## src/hdl/ids_pkg.sv

```systemverilog
// Shared types, constants and tables of the isotropic direction sampler.
package ids_pkg;

	localparam int FRAC_BITS = 22;

	typedef logic signed [23:0] q_t;
	typedef logic [31:0] ang_t;
	typedef logic signed [32:0] cw_t;

	localparam q_t ONE = 24'sd4194304;
	localparam logic [24:0] TURN = 25'd16777216;
	localparam logic signed [47:0] ONE_SQ = 48'sd17592186044416;
	localparam logic signed [49:0] RND_HALF = 50'sd2097152;

	// CORDIC start vector, gain already folded in, Q2.30
	localparam cw_t CORDIC_X0 = 33'sd652032874;
	localparam cw_t QUARTER = 33'sd1073741824;
	localparam cw_t HALF_TURN = 33'sd2147483648;
	localparam cw_t Q30_RND = 33'sd128;

	// atan(2^-i) in 2^-32 turns
	localparam logic [31:0] ATAN_TURNS [0:31] = '{
		32'd536870912, 32'd316933406, 32'd167458907, 32'd85004756, 32'd42667331,
		32'd21354465, 32'd10679838, 32'd5340245, 32'd2670163, 32'd1335087,
		32'd667544, 32'd333772, 32'd166886, 32'd83443, 32'd41722, 32'd20861,
		32'd10430, 32'd5215, 32'd2608, 32'd1304, 32'd652, 32'd326, 32'd163,
		32'd81, 32'd41, 32'd20, 32'd10, 32'd5, 32'd3, 32'd1, 32'd1, 32'd0
	};

	localparam int SQRT_STEPS = 23;
	localparam int SQRT_W = 46;
	localparam int SQRT_LAT = SQRT_STEPS + 1;

	typedef enum logic [2:0] {
		REG_COS_LO  = 3'd0,
		REG_COS_HI  = 3'd1,
		REG_PHI_LO  = 3'd2,
		REG_PHI_HI  = 3'd3,
		REG_OPTICAL = 3'd4
	} reg_idx_t;

endpackage

```

## src/hdl/ids_isqrt.sv

```systemverilog
// Pipelined integer square root, one result bit per stage.
module ids_isqrt (
	input  logic        clk,
	input  logic        en,
	input  logic [44:0] radicand,
	output logic [22:0] root
);
	import ids_pkg::*;

	logic [SQRT_W-1:0] v_s [0:SQRT_STEPS];
	logic [SQRT_W-1:0] r_s [0:SQRT_STEPS];

	always_ff @(posedge clk) begin
		if (en) begin
			v_s[0] <= {1'b0, radicand};
			r_s[0] <= '0;
		end
	end

	genvar k;
	generate
		for (k = 0; k < SQRT_STEPS; k++) begin : g_step
			localparam logic [SQRT_W-1:0] BIT = SQRT_W'(1) << (2 * (SQRT_STEPS - 1 - k));
			logic [SQRT_W-1:0] trial;
			assign trial = r_s[k] + BIT;
			always_ff @(posedge clk) begin
				if (en) begin
					if (v_s[k] >= trial) begin
						v_s[k+1] <= v_s[k] - trial;
						r_s[k+1] <= (r_s[k] >> 1) + BIT;
					end else begin
						v_s[k+1] <= v_s[k];
						r_s[k+1] <= r_s[k] >> 1;
					end
				end
			end
		end
	endgenerate

	assign root = r_s[SQRT_STEPS][22:0];
endmodule

```

## config.mk

```make
export PLATFORM = sky130hd
export DESIGN_NAME = ids_isqrt
export DESIGN_NICKNAME = d
export VERILOG_FILES = /design/src/hdl/ids_pkg.sv /design/src/hdl/ids_isqrt.sv
export SDC_FILE = /design/constraint.sdc
export NUM_CORES = 2
export LEC_CHECK = 0
export BUFFER_PORTS_ARGS = -buffer_cell sky130_fd_sc_hd__buf_2
export CORE_MARGIN = 2
export CORE_UTILIZATION = 50
export CTS_BUF_LIST = sky130_fd_sc_hd__clkbuf_4 sky130_fd_sc_hd__clkbuf_8
export DETAILED_ROUTE_END_ITERATION = 10
export PLACE_DENSITY = 0.68
export SLEW_MARGIN = 20
export SYNTH_ARGS = -nofsm -noshare
export SYNTH_HDL_FRONTEND = slang
export SYNTH_SLANG_ARGS = --single-unit
```

## constraint.sdc

```tcl
create_clock -name clk -period 9.2 [get_ports clk]
set_clock_uncertainty 0.1 [all_clocks]
set_input_delay 1.84 -clock clk [delete_from_list [all_inputs] [get_ports clk]]
set_output_delay 1.84 -clock clk [all_outputs]
set_load 0.02 [all_outputs]
```

After elaboration in Yosys (flattened, before gate mapping)
Memory sizes are Yosys's and may differ from the RTL's.
Cells that the tools add are included.
Cells by class
  $add $sub $neg: 69
  multiply operators: 0
  divide/modulo/power cells: 0
  $lt $le $gt $ge: 23
  eq/ne operators: 0
  shifts and indexed selects: 0
  mux-type cells: 186
  bitwise gates (word level): 46
  reduce and logical (&&, ||, !) cells: 0
Operators with widths (count)
  two-way mux 46 bit: 46
  greater-or-equal comparator 46 bit: 23
  subtractor 46 bit: 23
  two-way mux 1 bit: 140
  adder 45 x 1 -> 46 bit (second input constant): 1
  adder 45 x 11 -> 46 bit (second input constant): 1
  adder 45 x 13 -> 46 bit (second input constant): 1
  adder 45 x 15 -> 46 bit (second input constant): 1
  adder 45 x 17 -> 46 bit (second input constant): 1
  adder 45 x 19 -> 46 bit (second input constant): 1
  adder 45 x 21 -> 46 bit (second input constant): 1
  adder 45 x 23 -> 46 bit (second input constant): 1
  adder 45 x 25 -> 46 bit (second input constant): 1
  adder 45 x 27 -> 46 bit (second input constant): 1
  adder 45 x 29 -> 46 bit (second input constant): 1
  adder 45 x 3 -> 46 bit (second input constant): 1
  adder 45 x 31 -> 46 bit (second input constant): 1
  adder 45 x 33 -> 46 bit (second input constant): 1
  adder 45 x 35 -> 46 bit (second input constant): 1
  adder 45 x 37 -> 46 bit (second input constant): 1
  adder 45 x 39 -> 46 bit (second input constant): 1
  adder 45 x 41 -> 46 bit (second input constant): 1
  adder 45 x 43 -> 46 bit (second input constant): 1
  adder 45 x 45 -> 46 bit (second input constant): 1
  27 further kinds: 72
Storage, ports and cells
  register bits after elaboration: 0
  bits in latches: 0
  RAM bits: 2208
  bits in read-only memories: 0
  input port bits: 47
  output and inout bits: 23
  logic and storage cells: 326
  memories: 2
Memory list
  r_s: words 24, bits a word 46, read ports 24, clocked after memory_dff 0, write ports 24, RTL line ids_isqrt.sv:11  | logic [SQRT_W-1:0] r_s [0:SQRT_STEPS];
  v_s: words 24, bits a word 46, read ports 23, clocked after memory_dff 0, write ports 24, RTL line ids_isqrt.sv:10  | logic [SQRT_W-1:0] v_s [0:SQRT_STEPS];

Depth between registers and ports, before layout
  word-level depth: 6
  depth in mapped cells: 14
  gate-level depth less buffers: 12

Least setup slack after synthesis
Ideal clock, no wire load.
  path type: in2reg
  start point: input en
  end point: memory r_s[16][14] (netlist: r_s[2][14]) (enable)
  setup time: 0.442 ns
  arrival time: 4.353 ns
  data required time: 8.658 ns
  slack: 4.305 ns
  cell stages on the path: 4
  path buffers: 4
  cells stage by stage: clkbuf_1 > clkbuf_1 > clkbuf_1 > clkbuf_1
RTL lines
  start: declaration: RTL line ids_isqrt.sv:4  | input logic en,
  end: declaration: RTL line ids_isqrt.sv:11

==> results.toml <==
[placement]
place.gp.congestion = 0.8873
dpl_cell_area_um2 = 64690
post-dp-hpwl_mm = 95.81
place_inst = 6482
io_buffers = 69

[final_layout]
nNetsFinal = 5404
design_area_um2 = 69010
areaGrowthSynthToFinish_pct = 10.55
multi_input_area_um2 = 20690
instances_no_fill = 6873
final_core_util = 0.5574
seq_area_um2 = 40030
fillerInstances = 9897
drive_gt1_frac = 0.09895

[timing]
worstMarginPinSlew_ps = 1014
maxSlewHeadroom = 0.3190
period_share = 0.4727
whs_ps = 306.8
slew_violations = 0
rsz0062_at_grt = "false"
fmax_mhz = 230.0
timing.final.crit_period_ps = 4349
hold_violations = 0
finalSetupTns_ps = 0
setup_viol = 0

[synth]
yosysSeqAreaShare = 0.6413
netlist_instances = 4849
syn_area_per_cell_um2 = 12.87
synth_cell_types = 86
synth-edff-count = 1333
synth_most_common_cell = "edfxtp_1"
ys_warn_count = 0
synth_nets = 5191
ys_ff_latch = 1333
synthTopCellsByCount = "edfxtp_1, inv_1, nand2_1"
yosys_most_used_dff = "edfxtp_1"
synthArstFlopShare = 0
yosysTopAreaCell = "edfxtp_1"
synth.area.top_cells = "edfxtp_1, ha_1, xor2_1"
synth_top_area_share = 0.6413
synthesis.area_um2 = 62420

[flow_run]
drv_cap = 0

[critical_path]
path_common_cell = "buf_4"
cp_top_family = "buffers and inverters"
slowest_delay_ps = 770
end_kind = "flip-flop"
path_buf_inv = 3
criticalPathCategory = "input port to flip-flop"
crit_arrival_ps = 4920
slowest_stage = "buf_4"
path_cells = "buf_12 -> buf_4 -> nand3_1 -> nor4_1 -> o211ai_1 -> a21oi_2 -> buf_4 -> nor3_2 -> and4b_1 -> nand2b_1 -> xnor2_1"
start_kind = "input port"
path_max_fanout = 129
worstPathRequired_ps = 9770

[die]
dieWidth_um = 357.3
rows = 129
dieArea_um2 = 127700
fp.coreArea_um2 = 123800
initial_core_util = 0.5042
ios = 70
die_h_um = 357.3

[grt]
grt_pass1_wl_mm = 204.1
grt_usage = 0.2054
antenna_found_initial = 2
gr-total-overflow = 0
grt_max_degree = 160
grt_pass1_vias = 37240

[route]
vias = 38230
first_pass_iters = 5
drt_iter0_drc = 3347
wl_per_cell_um = 19.18
vias_per_cell = 5.562
route.detailed.drc = 0
detail-route-antenna-nets = 0
wirelength_mm = 131.8

[cts]
clk_latency_ps = 940
cts_max_level = 4
cts_sinks = 1333
clk_path_buf_depth = 3
cts_buffers = 215
cts-root-buf = "clkbuf_8"
clk_pin_slew_worst_paths_ps = 60
holdBufCountCts = 0
cts_setup_buffers = 0
post_cts_resize_count = 0
cts_tree = "yes"

[status]
status = "completed"

[power]
peakVddDrop_mv = 0.1921
power_density_nw_per_um2 = 228.5
leakage_nw = 25.84

[min_path]
hold_class = "flip-flop to flip-flop"
## cell families (layout without fill, tap and decap cells)
kind of cell               count (synthesis)  in the layout  share of synthesized area
muxes                                     48             48                   0.008419
other                                      0              1                          0
buffers and inverters                    453            839                    0.02760
adders and majority gates                295            295                    0.05913
xor gates and xnor gates                 435            435                    0.06104
and+or+nand+nor                         1411           1411                     0.1171
DFF                                     1333           1333                     0.6413
AOI/OAI and AO/OA                        874            874                    0.08545
## path summary, 6_finish.rpt
kind / startpoint / end / slack, ps / cells past startpoint
worst max-delay path: en / v_s[2][223] / 4850 / 11
worst min-delay path: v_s[0][39] / v_s[0][85] / 310 / 0
worst max register to register: r_s[1][252] / v_s[1][321] / 4940 / 10
worst min register to register: v_s[0][39] / v_s[0][85] / 310 / 0
## where the power goes
part	switching [mW]	internal, mW	total (mW)
Sequential	0.560	7.59	8.15
Combinational	1.50	1.09	2.59
Clock	2.39	2.64	5.03
## per-layer routing
metal  routed length (µm)  global-route usage  vias to the layer above
met3                 6809             0.03944                      217
met1                57090              0.2690                    18460
li1                     -                   -                    18570
met2                64950              0.3480                      978
met4                 2929             0.06017                        2
met5                   13                   0                        -
## registers in the layout, indices dropped and copies added, names as in the netlist
| signal | flops |
|---|---|
| r_s | 276 |
| v_s | 1057 |
## cell type report
class	count	share of cell area
inverter	348	0.01893
timing repair buffer	101	0.008885
antenna	1	0.00003626
tap	1637	0.02968
sequential	1333	0.5801
clock buffer	282	0.05017
clock inverter	108	0.01235
multi-input combinational	3063	0.2999
## metrics by stage
| step | setup slack [ps] | power (mW) |
|---|---|---|
| after floorplan | 4305 | 10.02 |
| after global placement | 3955 | 10.77 |
| after detailed placement | 3822 | 10.82 |
| after CTS | 4861 | 15.90 |
| after global routing | 4588 | 16.55 |
| final | 4851 | 15.77 |
## placed cells by master (no fill, tap or decap), types with 86 or more instances in the layout
cell type and instances:
nand2_1 327, a21o_1 86, o21ai_0 268, nor2_1 293, clkbuf_8 215, nor4_1 152, nor3_1 162, xor2_1 230
ha_1 295, inv_1 348, a21oi_1 263, edfxtp_1 1333, xnor2_1 205
No activity file was read; power rests on OpenSTA's default activity.
